==> config.mk <==
export PLATFORM = sky130hd
export DESIGN_NAME = lru_key_value_cache
export DESIGN_NICKNAME = d
export VERILOG_FILES = /design/src/rtl/lkv_pkg.sv /design/src/rtl/lru_key_value_cache.sv /design/src/rtl/lkv_ram.sv
export SDC_FILE = /design/constraint.sdc
export NUM_CORES = 1
export LEC_CHECK = 0
export ABC_CLOCK_PERIOD_IN_PS = 20500
export BUFFER_PORTS_ARGS = -buffer_cell sky130_fd_sc_hd__buf_2
export CELL_PAD_IN_SITES_DETAIL_PLACEMENT = 0
export CELL_PAD_IN_SITES_GLOBAL_PLACEMENT = 2
export CORE_MARGIN = 2
export CORE_UTILIZATION = 30
export CTS_BUF_LIST = sky130_fd_sc_hd__clkbuf_16
export DETAILED_ROUTE_END_ITERATION = 7
export PLACE_DENSITY = 0.62
export SYNTH_ARGS = -nofsm -noshare
export SYNTH_HDL_FRONTEND = slang
export SYNTH_SLANG_ARGS = --single-unit
==> constraint.sdc <==
create_clock -name clk -period 20.5 [get_ports clk]
set_clock_uncertainty 0.1 [all_clocks]
set_input_delay 2.05 -clock clk [delete_from_list [all_inputs] [get_ports clk]]
set_output_delay 2.05 -clock clk [all_outputs]
set_load 0.03 [all_outputs]
==> src/rtl/lkv_pkg.sv <==
// Package for the LRU key-value cache: payload word types, field widths,
// command codes and the miss value. No dependencies.
`default_nettype none

package lkv_pkg;

  localparam int KEY_W = 31;
  localparam int VAL_W = 32;
  localparam int CFG_W = 5;

  localparam logic KIND_GET = 1'b0;
  localparam logic KIND_PUT = 1'b1;

  localparam logic signed [VAL_W-1:0] MISS_VALUE = -32'sd1;

  typedef struct packed {
    logic                    kind;
    logic [KEY_W-1:0]        lookup_key;
    logic signed [VAL_W-1:0] write_value;
  } cmd_t;

  typedef struct packed {
    logic                    hit;
    logic signed [VAL_W-1:0] read_value;
    logic                    evicted;
    logic [KEY_W-1:0]        evicted_key;
  } result_t;

endpackage

`default_nettype wire

==> src/rtl/lru_key_value_cache.sv <==
// Top level of the LRU key-value cache: sequencer, valid bits and entry RAM.
// Depends on lkv_pkg and lkv_ram.
`default_nettype none

// A get or put word is taken when start is high and busy is low. The block
// sweeps the entry RAM once to search keys, find the least recent entry and
// the first free slot, one RAM read per cycle, then strobes result_valid for
// one cycle with the result word; the receiver has no way to stall it. A get
// miss ends there. A hit or a put then needs a second read-modify-write sweep
// of the RAM to age recency ranks and write the entry; busy stays high until
// that sweep ends. max_entries is to be written only while busy is low; the
// block itself does not enforce this. 0 acts as 1 and values above ENTRIES
// act as ENTRIES.
module lru_key_value_cache #(
  parameter int ENTRIES = 16
) (
  input  wire logic                       clk,
  input  wire logic                       rst,
  input  wire logic                       start,
  output logic                            busy,
  input  wire lkv_pkg::cmd_t              cmd,
  input  wire logic                       cfg_we,
  input  wire logic [lkv_pkg::CFG_W-1:0]  cfg_wdata,
  output logic                            result_valid,
  output lkv_pkg::result_t                result
);
  import lkv_pkg::*;

  localparam int IW = (ENTRIES > 1) ? $clog2(ENTRIES) : 1;
  localparam int RW = IW;
  localparam int CW = $clog2(ENTRIES + 1);
  localparam int LW = (CW > CFG_W) ? CW : CFG_W;

  typedef struct packed {
    logic [KEY_W-1:0]        key;
    logic signed [VAL_W-1:0] value;
    logic [RW-1:0]           rank;
  } entry_t;

  typedef enum logic [3:0] {
    S_IDLE   = 4'b0001,
    S_SEARCH = 4'b0010,
    S_DECIDE = 4'b0100,
    S_UPDATE = 4'b1000
  } state_t;

  state_t            state;
  logic [CFG_W-1:0]  max_entries;
  logic [ENTRIES-1:0] valid;
  logic [CW-1:0]     count;
  logic [CW-1:0]     count_next;
  logic [IW:0]       cnt;
  logic              p_vld;
  logic [IW-1:0]     p_idx;
  cmd_t              req;

  logic                    found;
  logic [IW-1:0]           f_idx;
  logic [RW-1:0]           f_rank;
  logic signed [VAL_W-1:0] f_value;
  logic                    vic_found;
  logic [IW-1:0]           vic_idx;
  logic [RW-1:0]           vic_rank;
  logic [KEY_W-1:0]        vic_key;
  logic                    free_found;
  logic [IW-1:0]           free_idx;
  logic                    ins_mode;
  logic [IW-1:0]           slot;

  logic              issue;
  logic [IW-1:0]     raddr;
  logic              ram_we;
  entry_t            wentry;
  entry_t            rentry;
  logic              last;
  logic              scan;
  logic              match_take;
  logic              vic_take;
  logic              free_take;
  logic [LW-1:0]     lim;
  logic              put_miss;
  logic              evict;
  logic              have_slot;
  logic [IW-1:0]     slot_d;

  lkv_ram #(
    .WIDTH ($bits(entry_t)),
    .DEPTH (ENTRIES)
  ) u_ram (
    .clk   (clk),
    .we    (ram_we),
    .waddr (p_idx),
    .wdata (wentry),
    .raddr (raddr),
    .rdata (rentry)
  );

  assign busy  = (state != S_IDLE);
  assign issue = ((state == S_SEARCH) || (state == S_UPDATE)) &&
                 (cnt < (IW + 1)'(ENTRIES));
  assign raddr = cnt[IW-1:0];
  assign last  = p_vld && (p_idx == IW'(ENTRIES - 1));

  assign scan       = (state == S_SEARCH) && p_vld;
  assign match_take = scan && valid[p_idx] && (rentry.key == req.lookup_key);
  assign vic_take   = scan && valid[p_idx] && (!vic_found || (rentry.rank > vic_rank));
  assign free_take  = scan && !valid[p_idx] && !free_found;

  always_comb begin
    if (max_entries == '0) begin
      lim = LW'(1);
    end else if (LW'(max_entries) > LW'(ENTRIES)) begin
      lim = LW'(ENTRIES);
    end else begin
      lim = LW'(max_entries);
    end
  end

  assign put_miss  = (req.kind == KIND_PUT) && !found;
  assign evict     = put_miss && (LW'(count) >= lim) && vic_found;
  assign have_slot = put_miss && (free_found || evict);
  assign slot_d    = (evict && (!free_found || (vic_idx < free_idx))) ? vic_idx : free_idx;

  always_comb begin
    count_next = count;
    if (state == S_DECIDE) begin
      count_next = count - CW'(evict) + CW'(have_slot);
    end
  end

  // rank aging and slot fill, one entry per cycle behind the read
  always_comb begin
    ram_we = 1'b0;
    wentry = rentry;
    if ((state == S_UPDATE) && p_vld) begin
      if (ins_mode) begin
        if (p_idx == slot) begin
          ram_we       = 1'b1;
          wentry.key   = req.lookup_key;
          wentry.value = req.write_value;
          wentry.rank  = '0;
        end else if (valid[p_idx]) begin
          ram_we      = 1'b1;
          wentry.rank = RW'(rentry.rank + 1'b1);
        end
      end else begin
        if (p_idx == f_idx) begin
          ram_we      = 1'b1;
          wentry.rank = '0;
          if (req.kind == KIND_PUT) begin
            wentry.value = req.write_value;
          end
        end else if (valid[p_idx] && (rentry.rank < f_rank)) begin
          ram_we      = 1'b1;
          wentry.rank = RW'(rentry.rank + 1'b1);
        end
      end
    end
  end

  always_ff @(posedge clk) begin
    if (rst) begin
      state        <= S_IDLE;
      max_entries  <= CFG_W'(16);
      valid        <= '0;
      count        <= '0;
      cnt          <= '0;
      p_vld        <= 1'b0;
      found        <= 1'b0;
      vic_found    <= 1'b0;
      free_found   <= 1'b0;
      ins_mode     <= 1'b0;
      result_valid <= 1'b0;
    end else begin
      result_valid <= (state == S_DECIDE);
      if (cfg_we) begin
        max_entries <= cfg_wdata;
      end
      case (state)
        S_IDLE: begin
          if (start) begin
            state      <= S_SEARCH;
            cnt        <= '0;
            p_vld      <= 1'b0;
            found      <= 1'b0;
            vic_found  <= 1'b0;
            free_found <= 1'b0;
          end
        end
        S_SEARCH: begin
          cnt   <= cnt + (IW + 1)'(issue);
          p_vld <= issue;
          if (match_take) begin
            found <= 1'b1;
          end
          if (vic_take) begin
            vic_found <= 1'b1;
          end
          if (free_take) begin
            free_found <= 1'b1;
          end
          if (last) begin
            state <= S_DECIDE;
          end
        end
        S_DECIDE: begin
          // victim slot reused for the new key stays valid
          if (evict && (slot_d != vic_idx)) begin
            valid[vic_idx] <= 1'b0;
          end
          if (have_slot) begin
            valid[slot_d] <= 1'b1;
          end
          count    <= count_next;
          ins_mode <= put_miss;
          cnt      <= '0;
          p_vld    <= 1'b0;
          if ((req.kind == KIND_GET) && !found) begin
            state <= S_IDLE;
          end else begin
            state <= S_UPDATE;
          end
        end
        S_UPDATE: begin
          cnt   <= cnt + (IW + 1)'(issue);
          p_vld <= issue;
          if (last) begin
            state <= S_IDLE;
          end
        end
        default: begin
          state <= S_IDLE;
        end
      endcase
    end
  end

  always_ff @(posedge clk) begin
    if (start && !busy) begin
      req <= cmd;
    end
    p_idx <= raddr;
    if (match_take) begin
      f_idx   <= p_idx;
      f_rank  <= rentry.rank;
      f_value <= rentry.value;
    end
    if (vic_take) begin
      vic_idx  <= p_idx;
      vic_rank <= rentry.rank;
      vic_key  <= rentry.key;
    end
    if (free_take) begin
      free_idx <= p_idx;
    end
    if (state == S_DECIDE) begin
      slot               <= slot_d;
      result.hit         <= found;
      result.read_value  <= (req.kind == KIND_PUT) ? '0 : (found ? f_value : MISS_VALUE);
      result.evicted     <= evict;
      result.evicted_key <= evict ? vic_key : '0;
    end
  end

endmodule

`default_nettype wire

==> src/rtl/lkv_ram.sv <==
// Generic simple dual-port RAM: one write port, one read port, registered read.
// No dependencies.
`default_nettype none

module lkv_ram #(
  parameter int WIDTH = 8,
  parameter int DEPTH = 16
) (
  input  wire logic                                       clk,
  input  wire logic                                       we,
  input  wire logic [((DEPTH > 1) ? $clog2(DEPTH) : 1)-1:0] waddr,
  input  wire logic [WIDTH-1:0]                           wdata,
  input  wire logic [((DEPTH > 1) ? $clog2(DEPTH) : 1)-1:0] raddr,
  output logic [WIDTH-1:0]                                rdata
);

  logic [WIDTH-1:0] mem [DEPTH];

  always_ff @(posedge clk) begin
    if (we) begin
      mem[waddr] <= wdata;
    end
    rdata <= mem[raddr];
  end

endmodule

`default_nettype wire
* After elaboration in Yosys (flattened, before gate mapping)
Memory sizes are Yosys's and may differ from the RTL's. A register that Yosys moved wholly into a read port is not among the register bits. Index checks and enable logic that the tools add are counted.
Storage, ports and cells: register bits after elaboration 261, bits in latches 0, bits in writable memories 1072, ROM bits 0, input bits 73, output and inout bits 67, logic and storage cells 148, memories 1
Operators by class: add/sub/neg operators 4, multiply operators 0, divide/modulo/power cells 0, $lt $le $gt $ge 11, equal/unequal tests 16, shifts and indexed selects 0, multiplexer cells 47, bitwise operators 4, reductions and logical operators 38
Memory list:
- u_ram.mem | depth 16, width 67, rd ports 1, clocked after Yosys merged registers in 1, wr ports 1, RTL line lkv_ram.sv:17 | logic [WIDTH-1:0] mem [DEPTH];
Operator list (count):
- two-way mux 32 bit | 3
- two-way mux 67 bit | 1
- two-way mux 16 bit | 4
- two-way mux 63 bit | 1
- two-way mux 36 bit | 1
- two-way mux 4 bit | 9
- == test 31 bit | 1
- two-way mux 31 bit | 1
- logical AND 1 bit | 20
- AND 16 bit | 1
- NOT 16 bit | 1
- OR 16 bit | 1
- case mux 4 bit (4 select lines) | 1
- < comparator 4 x 5 -> 1 bit (second input constant) | 3
- two-way mux 1 bit | 15
- two-way mux 5 bit | 3
- case mux 5 bit (3 select lines) | 1
- != test 2 bit (second input constant) | 6
- AND reduction 3 bit | 4
- adder 5 x 1 -> 5 bit | 2
- demux 1 bit (select 4 bit) | 2
- == test 4 bit | 2
- == test 4 bit (second input constant) | 2
- >= comparator 4 x 1 -> 1 bit (second input constant) | 2
- 23 further kinds | 33

* Logic depth before layout (Yosys ltp)
Gate-level depths: netlist (run 1).
depth after elaboration 15, mapped depth 19, gate-level depth less buffers 18

* Hierarchy
From an unflattened synthesis (run 1), not the netlist that was laid out.
Second synthesis, totals: cell total of the unflattened synthesis 2510, area total of the unflattened synthesis 52580.4 um2
By module, submodules not included:
- lkv_ram | times used 1, cells each 1724, area an instance 41404.7 um2, sequential area each 33532.2 um2
- lru_key_value_cache | times used 1, cells each 786, area an instance 11175.7 um2, sequential area each 7387.1 um2

* Worst setup path before layout (run 1)
OpenSTA, ideal clock, no wires.
path type register to register, start register p_idx[0], end memory u_ram.mem[6][0] (netlist bit) (enable), library setup time 0.657 ns, arrival time 7.891 ns, required time 19.743 ns, setup slack 11.852 ns, stages on the path, launching flop included 9, path buffers 2, clock period less this slack 8.648 ns, cell sequence dfxtp_1 -> buf_6 -> mux4_1 -> mux2i_1 -> mux2_4 -> a211oi_2 -> nor2_1 -> buf_6 -> nor4_1
Between the ends: longest elaborated chain between the ends 9, elaborated cells between the ends (all ways) 13, classes of those cells eq/ne (2); mux (10); reduce/logical (1)
Ends and longest elaborated chain:
- start: declaration | RTL line lru_key_value_cache.sv:54 | logic [IW-1:0] p_idx;
- start signal: assignment | RTL line lru_key_value_cache.sv:242 | p_idx <= raddr;
- binary-select mux 1 bit (select 4 bit) | RTL line lru_key_value_cache.sv:142, lru_key_value_cache.sv:153
- two-way mux 1 bit (not written as such) | RTL line lru_key_value_cache.sv:142, lru_key_value_cache.sv:153
- logical AND 1 bit | RTL line lru_key_value_cache.sv:153 | end else if (valid[p_idx] && (rentry.rank < f_rank)) begin
- two-way mux 1 bit | RTL line lru_key_value_cache.sv:153
- two-way mux 1 bit | RTL line lru_key_value_cache.sv:147 | if (p_idx == f_idx) begin
- two-way mux 1 bit | RTL line lru_key_value_cache.sv:136 | if (ins_mode) begin
- two-way mux 1 bit | RTL line lru_key_value_cache.sv:135 | if ((state == S_UPDATE) && p_vld) begin
- two-way mux 1 bit | RTL line lkv_ram.sv:20 | if (we) begin
- two-way mux 1 bit (not written as such) | RTL line lkv_ram.sv:21 | mem[waddr] <= wdata;
- end: declaration | RTL line lkv_ram.sv:17
Parallel ways exist; a longest one is shown, timed or not. The select of a mux whose other input is x is not followed.

==> impl_results.md, run 1 <==
- Post-CTS Setup Repair Bufs: 0
- Layout area overhead: 16.3%
- Hold WC Path Type: reg -> reg
- Crit Path Class: reg -> reg
- Max-cap viol count: 0
- Cell mode on critical path: buf_4
- Avg WL per Cell: 25.9 um
- Number of synthesized flops with an enable pin: 1288
- Critical Path AT: roughly 5 ns
- Worst path slowest cell: buf_4
- Largest net degree at the start of global routing: 98
- RSZ-0062 raised after global routing: no
- First-pass detailed-route iteration total: 5
- Nets: 2711
- Reg area: ~0.041 mm2
- Routability congestion estimate: 0.734
- Residual DRC: 0
- Fin. Hold Viols: 0
- Period Utilization, post-route: approximately 22%
- Buffers on Ports: 139
- Die width: 423 um
- Setup Total Neg Slack: 0 ns
- Fillers: 16100
- Root Driver: clkbuf_16
- Max-slew violations: 0
- Core footprint: 0.174 mm2
- Congestion Overflow GR: 0
- Skew-Pair Late Insertion Delay: ~0.8 ns
- Initial antenna violation count: 7
- Outcome: finished, final reports clean
- Die ar.: 0.179 mm2
- Post-cts sizing count: 0
- Critical path peak fanout: 60
- Max incr delay on CP: 0.86 ns
- Maximum root-to-sink buffer count: 3
- Clock Sink Count: 1400
- Leak: 14.4 nW
- Share of the yosys chip area belonging to registers: between 70 and 80%
- Nature of the critical path endpoint: register
- Row count: 153
- Number of routed nets with antenna violations: 0
- Via count: 24300
- Mapped Area: between 0.05 and 0.06 mm2
- Synth warn: 0
- Worst-Margin Slew: 1.12 ns
- Detailed placer's ending HPWL: about 71 mm
- FFs w/ async S/R, synth: 0%
- Vias/cell: 4.81
- CP Launch Type: register
- Footprint of the multi-input gates: 0.0112 mm2
- Gate Count Post-Synth: 2376
- Iteration-0 DRC Markers: 2188
- GRT Overall Usage: 14.5%
- Die height: 423 um
- Num ports: 140
- Main synth FF type: edfxtp_1
- Unique cell type count in the Yosys netlist: 61
- Fmax: 0.221 GHz
- Fin crit period: 4.53 ns
- First-pass GRT wire length: 187 mm
- CTS buffer count: between 100 and 150
- Maximum VDD drop: around 90 uV
- CTS H-tree depth: 4
- Initial core utilization: 30.3%
- Critical Path, Cell by Cell: buf_4, buf_4, buf_4, mux4_2, mux4_2
- Clk pin slew, worst setup/hold paths: 0.06 ns
- Required time worst endpoint: ~21 ns
- CTS tree: yes
- Seq cells post-synth: 1400
- Finished Core Util: 35.2%
- Fraction of layout cells with a size suffix above 1: 31.4%
- Max transition margin: 24.9%
- WL final: 131 mm
- Synthesized net count: 2473
- Pwr dens: 94.8 mW/mm2
- Vias in the first global route: 26000
- Hold_buf cts: 0
- Setup violations, final: 0
- Synthesized area per cell: about 22 um2
-- cell type report --
type | instances | share of cell area, %
Antenna cell | 1 | 0.00408
Clock buffer | 149 | 6.08
Clock inverter | 118 | 1.85
Inverter | 58 | 0.361
Multi-Input combinational cell | 804 | 18.2
Sequential cell | 1400 | 66.8
Tap cell | 2325 | 4.74
Timing Repair Buffer | 203 | 1.96
-- cell usage in the layout, fill, tap and decap left out, drive strengths merged, types with 4 or more instances in the layout --
master / netlist / layout
inv: 57 / 86
xnor2: 41 / 41
nor4: 16 / 16
nor2b: 6 / 6
edfxtp: 1288 / 1288
and2: 32 / 32
a21oi: 49 / 49
clkbuf: 62 / 149
clkinv: 1 / 65
and3: 6 / 6
nand2b: 12 / 12
nor3b: 4 / 4
dfxtp: 112 / 112
ha: 23 / 23
mux2: 66 / 66
o311ai: 12 / 12
nand4: 10 / 10
nor3: 25 / 25
mux2i: 18 / 18
buf: 52 / 203
xor2: 5 / 5
o21ai: 25 / 25
nor2: 33 / 33
clkinvlp: 0 / 6
nand2: 35 / 35
a211o: 4 / 4
bufinv: 0 / 19
mux4: 339 / 339
o21a: 5 / 5
-- through the flow --
stage	instance area (um2)	power [mW]	setup WS, ns	hold WS [ns]	instances
finish	61300	5.81	15.97	0.328	5058
global route	61300	6.00	15.84	0.333	5057
detailed placement	56400	3.20	15.97	0.314	4790
global placement	56400	3.20	16.05	0.314	4790
floorplan	52700	3.17	11.85	0.229	2376
CTS	61300	5.88	15.99	0.328	5057
-- synthesized netlist by cell type (24+ instances only) --
master	count	area, um2
edfxtp_1	1288	38700
mux4_2	335	7540
dfxtp_1	112	2240
mux2_2	64	721
clkbuf_1	59	221
inv_1	57	214
a21oi_1	49	245
xnor2_1	41	359
nand2_1	35	131
nor2_1	33	124
and2_1	32	200
buf_2	27	135
nor3_1	24	120
-- power by group --
group	switching, mW	leakage (nW)	internal, mW	total [mW]
Sequential	0.00858	8.99	3.09	3.10
Clock	1.11	2.47	1.57	2.67
Combinational	0.0301	2.92	0.0131	0.0433
Total	1.15	14.4	4.67	5.81
-- sequential cells by signal (all words and copies together), names as in the netlist, 5 cells and up --
register	cells
u_ram.rdata	67
result	65
valid	16
count	5
max_entries	5
u_ram.mem	1072
f_value	32
vic_key	31
req	64
cnt	5
-- worst max-delay path, delay by kind of cell (launching register included) --
| family | cells | cell delay [ns] |
|---|---|---|
| multiplexers | 2 | 0.89 |
| buffers and inverters | 3 | 2.35 |
| flip-flops | 1 | 0.84 |
-- final timing paths --
path / startpoint / to / slack, ns / cells after the start
setup / recovery: cnt[1]$_SDFFE_PP0P_ / u_ram.rdata[21]$_DFF_P_ / 15.97 / 5
hold / removal: u_ram.rdata[26]$_DFF_P_ / f_value[22]$_DFFE_PP_ / 0.33 / 0
setup reg to reg: cnt[1]$_SDFFE_PP0P_ / u_ram.rdata[21]$_DFF_P_ / 15.97 / 5
hold reg to reg: u_ram.rdata[26]$_DFF_P_ / f_value[22]$_DFFE_PP_ / 0.33 / 0
-- kinds of logic after synthesis --
kind of cell             Yosys count  synth area share (%)
adder cells (fa/ha/maj)           24                 0.584
AO/OA/AOI/OAI                    118                  1.43
buffers and inverters            172                  1.39
XOR/XNOR                          46                 0.764
multiplexers                     423                  16.3
AND/OR/NAND/NOR                  193                  1.98
flip-flops                      1400                  77.6
-- layer usage --
layer  track usage, %  part of all wire, %  vias to the layer above
met4             5.22                  3.1                       10
li1                 -                    -                    10300
met3             2.87                  4.7                      214
met2             24.3                   50                      622
met5                0                0.043                        -
met1             18.7                   42                    13100
(Power assumes the default switching activity.)
==> inputs of run 2 (changes only) <==
--- a/config.mk
+++ b/config.mk
@@ -5,7 +5,7 @@
 export SDC_FILE = /design/constraint.sdc
 export NUM_CORES = 1
 export LEC_CHECK = 0
-export ABC_CLOCK_PERIOD_IN_PS = 20500
+export ABC_CLOCK_PERIOD_IN_PS = 4610
 export BUFFER_PORTS_ARGS = -buffer_cell sky130_fd_sc_hd__buf_2
 export CELL_PAD_IN_SITES_DETAIL_PLACEMENT = 0
 export CELL_PAD_IN_SITES_GLOBAL_PLACEMENT = 2
==> constraint.sdc (replaced) <==
create_clock -name clk -period 4.61 [get_ports clk]
set_clock_uncertainty 0.1 [all_clocks]
set_input_delay 0.461 -clock clk [delete_from_list [all_inputs] [get_ports clk]]
set_output_delay 0.461 -clock clk [all_outputs]
set_load 0.03 [all_outputs]
==> run 2 against run 1 <==
  * Clock power increased to 4.3 times the previous value
  * Critical path depth increased by 2
  * Setup slack got worse by 15 ns
  * Flip-flop and latch count unchanged
  * Core utilization increased by 0.72 points
  * Highest routed layer unchanged
==> impl_results.md, run 2 (synthesized netlist as in run 1, its figures left out) <==
- Critical path peak fanout: 23 (-62%)
- Number of routed nets with antenna violations: 0 (unchanged)
- Vias/cell: 4.76 (-1.1%)
- Seq pwr share: 53.8% (+0.5 points)
- Nets: 2800 (+3.3%)
- Inst Count DP: 4802 (+0.25%)
- Reg area: 0.0409 mm2 (unchanged)
- Row count: 153 (unchanged)
- Commonest non-fill, non-tap cell in the layout: edfxtp_1
- WL final: 127 mm (-3.1%)
- Buffers on Ports: 139 (unchanged)
- Detailed placer's ending HPWL: 71.8 mm (+1.6%)
- Post-CTS Setup Repair Bufs: 0 (unchanged)
- First-pass GRT wire length: 185 mm (-1.3%)
- Max-slew violations: 0 (unchanged)
- Nature of the critical path endpoint: register
- Largest net degree at the start of global routing: 68 (-31%)
- Critical Path AT: 4.42 ns (-0.66 ns)
- Die width: 423 um (unchanged)
- Hold WC Path Type: in -> reg
- Setup WS pre-CTS: 0.595 ns (-15.37 ns)
- Combinational share of power: 0.9% (+0.2 points)
- Vias in the first global route: 26200 (+0.98%)
- Largest Register: u_ram.mem
- Largest regs: u_ram.mem: 1072 flops, u_ram.rdata: 67 flops, result: 65 flops
- Die ar.: 0.179 mm2 (unchanged)
- Via count: 24500 (+0.67%)
- Fillers: 16000 (-0.48%)
- Commonest cells after routing, fill and taps aside: 1288 x edfxtp_1, 335 x mux4_2, 151 x clkbuf_16
- Fin. Hold Viols: 0 (unchanged)
- Clock Sink Count: 1400 (unchanged)
- Fin crit period: 4.06 ns (-0.468 ns)
- Max transition margin: 23.4% (-1.6 points)
- RSZ-0062 raised after global routing: no
- Setup Total Neg Slack: 0 ns (unchanged)
- Maximum root-to-sink buffer count: 3 (unchanged)
- Footprint of the multi-input gates: 0.0113 mm2 (+1.1%)
- Skew-Pair Late Insertion Delay: 0.78 ns (about the same)
- Period Utilization, post-route: 88.1% (+66 points)
- Leak: 14.9 nW (+3.9%)
- Initial antenna violation count: 4 (-3)
- First-pass detailed-route iteration total: 6 (+1)
- Outcome: finished, final reports clean
- Initial core utilization: 30.3% (unchanged)
- GRT Overall Usage: 14.2% (-0.35 points)
- Switching share of power: 20.0% (+0.24 points)
- Clock Power Share: 45.3% (-0.7 points)
- Worst-Margin Slew: 1.15 ns (+0.0219 ns)
- Hold Slack: 0.0996 ns (-0.228 ns)
- Layout area overhead: 18.6%
- Congestion Overflow GR: 0 (unchanged)
- Maximum VDD drop: 347 uV (+290%)
- Root Driver: clkbuf_16
- Fmax: 0.246 GHz (+12%)
- CP Launch Type: register
- Max incr delay on CP: 0.98 ns (+0.12 ns)
- Num ports: 140 (unchanged)
- Iteration-0 DRC Markers: 2212 (+1.1%)
- CTS buffer count: 148 (+0.68%)
- Max-cap viol count: 0 (unchanged)
- Routability congestion estimate: 0.752 (+2.5%)
- Setup slack after layout: 0.547 ns (-15.42 ns)
- Die height: 423 um (unchanged)
- Required time worst endpoint: 4.96 ns (-16.09 ns)
- Crit Path Class: reg -> reg
- Residual DRC: 0 (unchanged)
- Avg WL per Cell: 24.6 um (-4.8%)
- Setup violations, final: 0 (unchanged)
- Clk pin slew, worst setup/hold paths: 0.06 ns (about the same)
- Power Internal: 20.5 mW (+340%)
- Switch Pwr: 5.12 mW (+350%)
- Fraction of layout cells with a size suffix above 1: 30.3% (-1.1 points)
- Max FFs per register: 1072 (unchanged)
- CTS H-tree depth: 4 (unchanged)
- Critical Path, Cell by Cell: xor2_1, nor4_1, nand2b_1, nor3b_1, nor2_4, nor3_4, buf_12
- Worst path slowest cell: dfxtp_1
- Pwr dens: 410 mW/mm2 (+330%)
- CTS tree: yes
- Core footprint: 0.174 mm2 (unchanged)
- Non-Filler Instances: 5150 (+1.8%)
==> run 2: cell types whose count changed in the layout (fill, tap and decap cells not counted), sizes merged <==
cell	previous run	this run
inv	86	112
bufinv	19	13
clkbuf	149	151
dlygate4sd3	0	76
buf	203	215
clkinvlp	6	5
clkinv	65	48
==> run 2: path summary, 6_finish.rpt <==
| path | depth (start not counted) | to | slack (ns) | from |
|---|---|---|---|---|
| setup / recovery | 7 | u_ram.mem[9][60]$_DFFE_PP_ | 0.55 | p_idx[0]$_DFF_P_ |
| hold / removal | 2 | count[4]$_SDFFE_PP0P_ | 0.1 | rst |
| setup reg to reg | 7 | u_ram.mem[9][60]$_DFFE_PP_ | 0.55 | p_idx[0]$_DFF_P_ |
| hold reg to reg | 0 | f_value[20]$_DFFE_PP_ | 0.34 | u_ram.rdata[24]$_DFF_P_ |
==> run 2: power by group through the flow <==
stage | logic, mW | clock network, mW | registers, mW
2_1_floorplan | 0.0885 | 0 | 14.0
3_5_place_dp | 0.192 | 0 | 14.1
6_report | 0.236 | 11.6 | 13.8
5_1_grt | 0.260 | 12.4 | 13.8
3_3_place_gp | 0.190 | 0 | 14.1
4_1_cts | 0.246 | 11.9 | 13.8
==> run 2: area by class of cell <==
cell class | count | area share [%]
sequential | 1400 | 65.4
clock buffer | 151 | 6.04
inverter | 58 | 0.356
multi-input combinational | 804 | 18.1
tap | 2325 | 4.65
timing repair buffer | 291 | 3.94
clock inverter | 120 | 1.53
antenna | 1 | 0.00400
==> run 2: per-stage QoR <==
step | total power, mW | utilization [%] | instance area (um2)
global placement | 14.3 | 32.8 | 57100
global route | 26.5 | 35.9 | 62600
detailed placement | 14.3 | 32.8 | 57100
floorplan | 14.1 | - | 52800
CTS | 26.0 | 35.9 | 62600
finish | 25.6 | 35.9 | 62600
==> run 2: worst max-delay path: cells and delay by family (launching register included) <==
kind | cells | cell delay, ns
buffers and inverters | 1 | 0.30
xor gates and xnor gates | 1 | 0.14
and+or+nand+nor | 5 | 2.15
DFF | 1 | 0.98
==> run 2: per-layer routing <==
metal  wire length, um  vias up  track usage (%)
li1                  -    10500                -
met1             53500    13100             18.3
met2             64100      617             24.0
met3              5790      200             2.78
met4              3540        4             4.54
met5                26        -                0
==> run 2: repair_timing <==
item | CTS | global route
resized for setup | 0 | 0
hold buffers | 76 | 0
hold endpoints to repair | 71 | 0
==> inputs of run 3 (changes only) <==
--- a/config.mk
+++ b/config.mk
@@ -5,6 +5,7 @@
 export SDC_FILE = /design/constraint.sdc
 export NUM_CORES = 1
 export LEC_CHECK = 0
+export ABC_AREA = 1
 export ABC_CLOCK_PERIOD_IN_PS = 4610
 export BUFFER_PORTS_ARGS = -buffer_cell sky130_fd_sc_hd__buf_2
 export CELL_PAD_IN_SITES_DETAIL_PLACEMENT = 0
@@ -13,7 +14,7 @@
 export CORE_UTILIZATION = 30
 export CTS_BUF_LIST = sky130_fd_sc_hd__clkbuf_16
 export DETAILED_ROUTE_END_ITERATION = 7
-export PLACE_DENSITY = 0.62
+export PLACE_DENSITY = 0.66
 export SYNTH_ARGS = -nofsm -noshare
 export SYNTH_HDL_FRONTEND = slang
 export SYNTH_SLANG_ARGS = --single-unit
==> run 3 against run 2 <==
  * Worst hold slack better by 0.0086 ns
  * Clock power barely moved
  * Largest cell class unchanged
  * Final cell count grew 27%
  * Flip-flop and latch count unchanged
  * Non-clock buffer count increased by 4
  * Synthesized cell count grew 62%
  * Register-to-register slack improved by 0.40 ns
  * Die area grew 2.3%
  * Via count up 28%
  * Fmax up 11%
  * Critical path depth increased by 4
==> impl_results.md, run 3 <==
- Fin crit period: 3.66 ns (-0.401 ns)
- Hold Slack: 0.108 ns (+0.00861 ns)
- Maximum root-to-sink buffer count: 3 (unchanged)
- Most numerous cell in the Yosys netlist: edfxtp_1
- Seq cells post-synth: 1400 (unchanged)
- Clock Sink Count: 1400 (unchanged)
- Unique cell type count in the Yosys netlist: 50 (-18%)
- Hold Startpoint: rst
- Die width: 428 um (+1.2%)
- Largest net degree at the start of global routing: 176 (+160%)
- Required time worst endpoint: 4.94 ns (-0.02 ns)
- Synthesized net count: 3945 (+60%)
- Avg WL per Cell: 21.0 um (-15%)
- Post-synth top cells: 1288 x edfxtp_1, 740 x nor2_1, 289 x o21ai_0, 256 x nand2_1, 171 x clkbuf_1
- FFs w/ async S/R, synth: 0% (unchanged)
- Critical Path AT: 3.99 ns (-0.43 ns)
- Worst R2R Setup Slack: 0.95 ns (+0.40 ns)
- Fmax: 0.273 GHz (+11%)
- Core footprint: 0.179 mm2 (+2.5%)
- Period Utilization, post-route: 79.4% (-8.7 points)
- Via count: 31400 (+28%)
- Die height: 428 um (+1.2%)
- GRT Overall Usage: 14.7% (+0.54 points)
- Max-slew violations: 0 (unchanged)
- Post-cts sizing count: 0 (unchanged)
- Number of routed nets with antenna violations: 0 (unchanged)
- Worst Hold End: result_valid$_SDFF_PP0_
- Congestion Overflow GR: 0 (unchanged)
- Routability congestion estimate: 0.756 (+0.45%)
- Nets: 4161 (+49%)
- Pwr dens: 405 mW/mm2 (-1.2%)
- Clk pin slew, worst setup/hold paths: 0.06 ns (about the same)
- Skew-Pair Late Insertion Delay: 0.78 ns (about the same)
- Fraction of layout cells with a size suffix above 1: 12.0% (-18 points)
- First-pass detailed-route iteration total: 7 (+1)
- Placed cell areas: 0.0578 mm2 (+1.2%)
- Root Driver: clkbuf_16
- CP Launch Type: register
- Row count: 155 (+1.3%)
- Fin. Hold Viols: 0 (unchanged)
- Largest regs: u_ram.mem: 1072 flops, u_ram.rdata: 67 flops, result: 65 flops
- Final Power: 25.6 mW (-0.14%)
- Commonest non-fill, non-tap cell in the layout: edfxtp_1
- Hold WC Path Type: in -> reg
- Fillers: 17000 (+6.6%)
- Max transition margin: 33.8% (+10 points)
- Commonest cells after routing, fill and taps aside: 1288 x edfxtp_1, 722 x nor2_1, 288 x o21ai_0
- Die ar.: 0.183 mm2 (+2.3%)
- Mapped Area: 0.0540 mm2 (+2.4%)
- Initial antenna violation count: 2 (-2)
- WL final: 137 mm (+8.3%)
- R2R depth: 11 (+4)
- Worst-Margin Slew: 0.993 ns (-0.154 ns)
- Iteration-0 DRC Markers: 2474 (+12%)
- Vias in the first global route: 31100 (+18%)
- Buffers on Ports: 139 (unchanged)
- Initial core utilization: 30.2% (-0.052 points)
- Yosys top cell area share: 71.6% (-1.7 points)
- Vias/cell: 4.80 (+0.94%)
- Synthesized area per cell: 14.0 um2 (-37%)
- Reg2Reg Capture Point: u_ram.mem[10][8]$_DFFE_PP_
- Maximum VDD drop: 393 uV (+13%)
- Num ports: 140 (unchanged)
- Synth area leader: edfxtp_1
- RSZ-0062 raised after global routing: no
- Setup violations, final: 0 (unchanged)
- Max FFs per register: 1072 (unchanged)
- Share of the yosys chip area belonging to registers: 75.8% (-1.8 points)
- Critical path peak fanout: 17 (-26%)
- Max-cap viol count: 0 (unchanged)
- RR Startpoint: p_idx[0]$_DFF_P_
- Largest Register: u_ram.mem
- First-pass GRT wire length: 204 mm (+10%)
- Nature of the critical path endpoint: register
- Synth warn: 0 (unchanged)
- Detailed placer's ending HPWL: 75.5 mm (+5.2%)
- Ranking of synthesized cells by area: edfxtp_1 72%, nor2_1 5.1%, dfxtp_1 4.2%, mux2i_1 2.7%, o21ai_0 2.7%
- Leak: 20.8 nW (+39%)
- Post-route design area: 0.0632 mm2 (+1.1%)
- CTS buffer count: 149 (+0.68%)
- CTS H-tree depth: 4 (unchanged)
- Residual DRC: 0 (unchanged)
- Layout area overhead: 17.1%
- Outcome: finished, final reports clean
- Number of synthesized flops with an enable pin: 1288 (unchanged)
- Crit Path Class: reg -> reg
- CTS tree: yes
- Main synth FF type: edfxtp_1
- Hold depth: 2 (unchanged)
- Gate Count Post-Synth: 3848 (+62%)
[run 3: cell types whose count changed after synthesis, moves of 18 or more]
cell,change
and2_1,-32
clkbuf_1,+112
inv_1,+81
mux2_2,-36
mux2i_1,+127
mux4_2,-335
nand2_1,+221
nand3_1,+147
nor2_1,+707
o211ai_1,+19
o21ai_0,+267
o221ai_1,+113
o32ai_1,+154
xnor2_1,-18
[run 3: where the power goes]
group | internal, mW | switching [mW] | leakage, nW
logic | 0.120 | 0.178 | 5.92
clock network | 6.60 | 4.92 | 2.43
registers | 13.8 | 0.0343 | 12.5
[run 3: cell families (layout without fill, tap and decap cells)]
| group | after synthesis | after routing | synth area share (%) |
|---|---|---|---|
| compound gates | 638 | 638 | 7.96 |
| xor+xnor | 40 | 40 | 0.649 |
| fa+ha+maj | 24 | 24 | 0.570 |
| buf+inv | 378 | 713 | 2.78 |
| flops | 1400 | 1400 | 75.8 |
| mux | 173 | 173 | 3.27 |
| other cells | 0 | 1 | 0 |
| simple gates | 1195 | 1195 | 8.96 |
[run 3: layout make-up]
class	count	area (um2)	share of cell area, %
sequential	1400	40900	64.7
multi-input combinational	2070	11700	18.5
clock buffer	152	3800	6.02
tap	2355	2950	4.66
timing repair buffer	295	2400	3.80
clock inverter	118	872	1.38
inverter	148	573	0.906
antenna	1	2.50	0.00396
[run 3: repair_timing]
action / 4_1_cts / 5_1_grt
buffers inserted: 0 / 0
hold buffers: 80 / 0
endpoints found under the hold margin: 71 / 0
[run 3: critical path, cell delays in order, from the launching register on]
cell     delay, ns
dfxtp_1       0.46
inv_1         0.12
nor2_1        0.33
a22oi_1       0.12
nand2_1       0.10
nand2_1       0.06
nand4_1       0.21
inv_1         0.09
a31oi_1       0.39
nand3_1       0.44
nor2_4        0.50
buf_4         0.39
[run 3: per-stage QoR]
step                setup TNS (ns)  utilization [%]  worst slack [ns]  cells
floorplan                  -394.48                -            -0.368   3848
global placement                 0             32.3              1.02   6188
detailed placement               0             32.3              1.03   6188
CTS                              0             35.4             0.972   6538
global route                     0             35.4             0.612   6538
finish                           0             35.4             0.949   6539
[run 3: worst max-delay path by stage]
stage / from / to / slack, ns / depth (start not counted)
6_report: p_idx[0]$_DFF_P_ / u_ram.mem[10][8]$_DFFE_PP_ / 0.95 / 11
3_3_place_gp: max_entries[3]$_SDFFE_PP0P_ / count[4]$_SDFFE_PP0P_ / 1.02 / 25
3_5_place_dp: p_idx[0]$_DFF_P_ / u_ram.mem[10][10]$_DFFE_PP_ / 1.03 / 11
2_1_floorplan: p_idx[1]$_DFF_P_ / u_ram.mem[0][0]$_DFFE_PP_ / -0.37 / 10
5_1_grt: p_idx[0]$_DFF_P_ / u_ram.mem[10][13]$_DFFE_PP_ / 0.61 / 11
4_1_cts: p_idx[0]$_DFF_P_ / u_ram.mem[10][13]$_DFFE_PP_ / 0.97 / 11
[run 3: routing by layer]
| metal | up-vias | global-route usage, % | wire length, um |
|---|---|---|---|
| li1 | 14700 | - | - |
| met1 | 15900 | 20.3 | 64100 |
| met2 | 586 | 24.3 | 65900 |
| met3 | 152 | 2.38 | 5100 |
| met4 | 0 | 3.45 | 2260 |
| met5 | - | 0 | 0 |
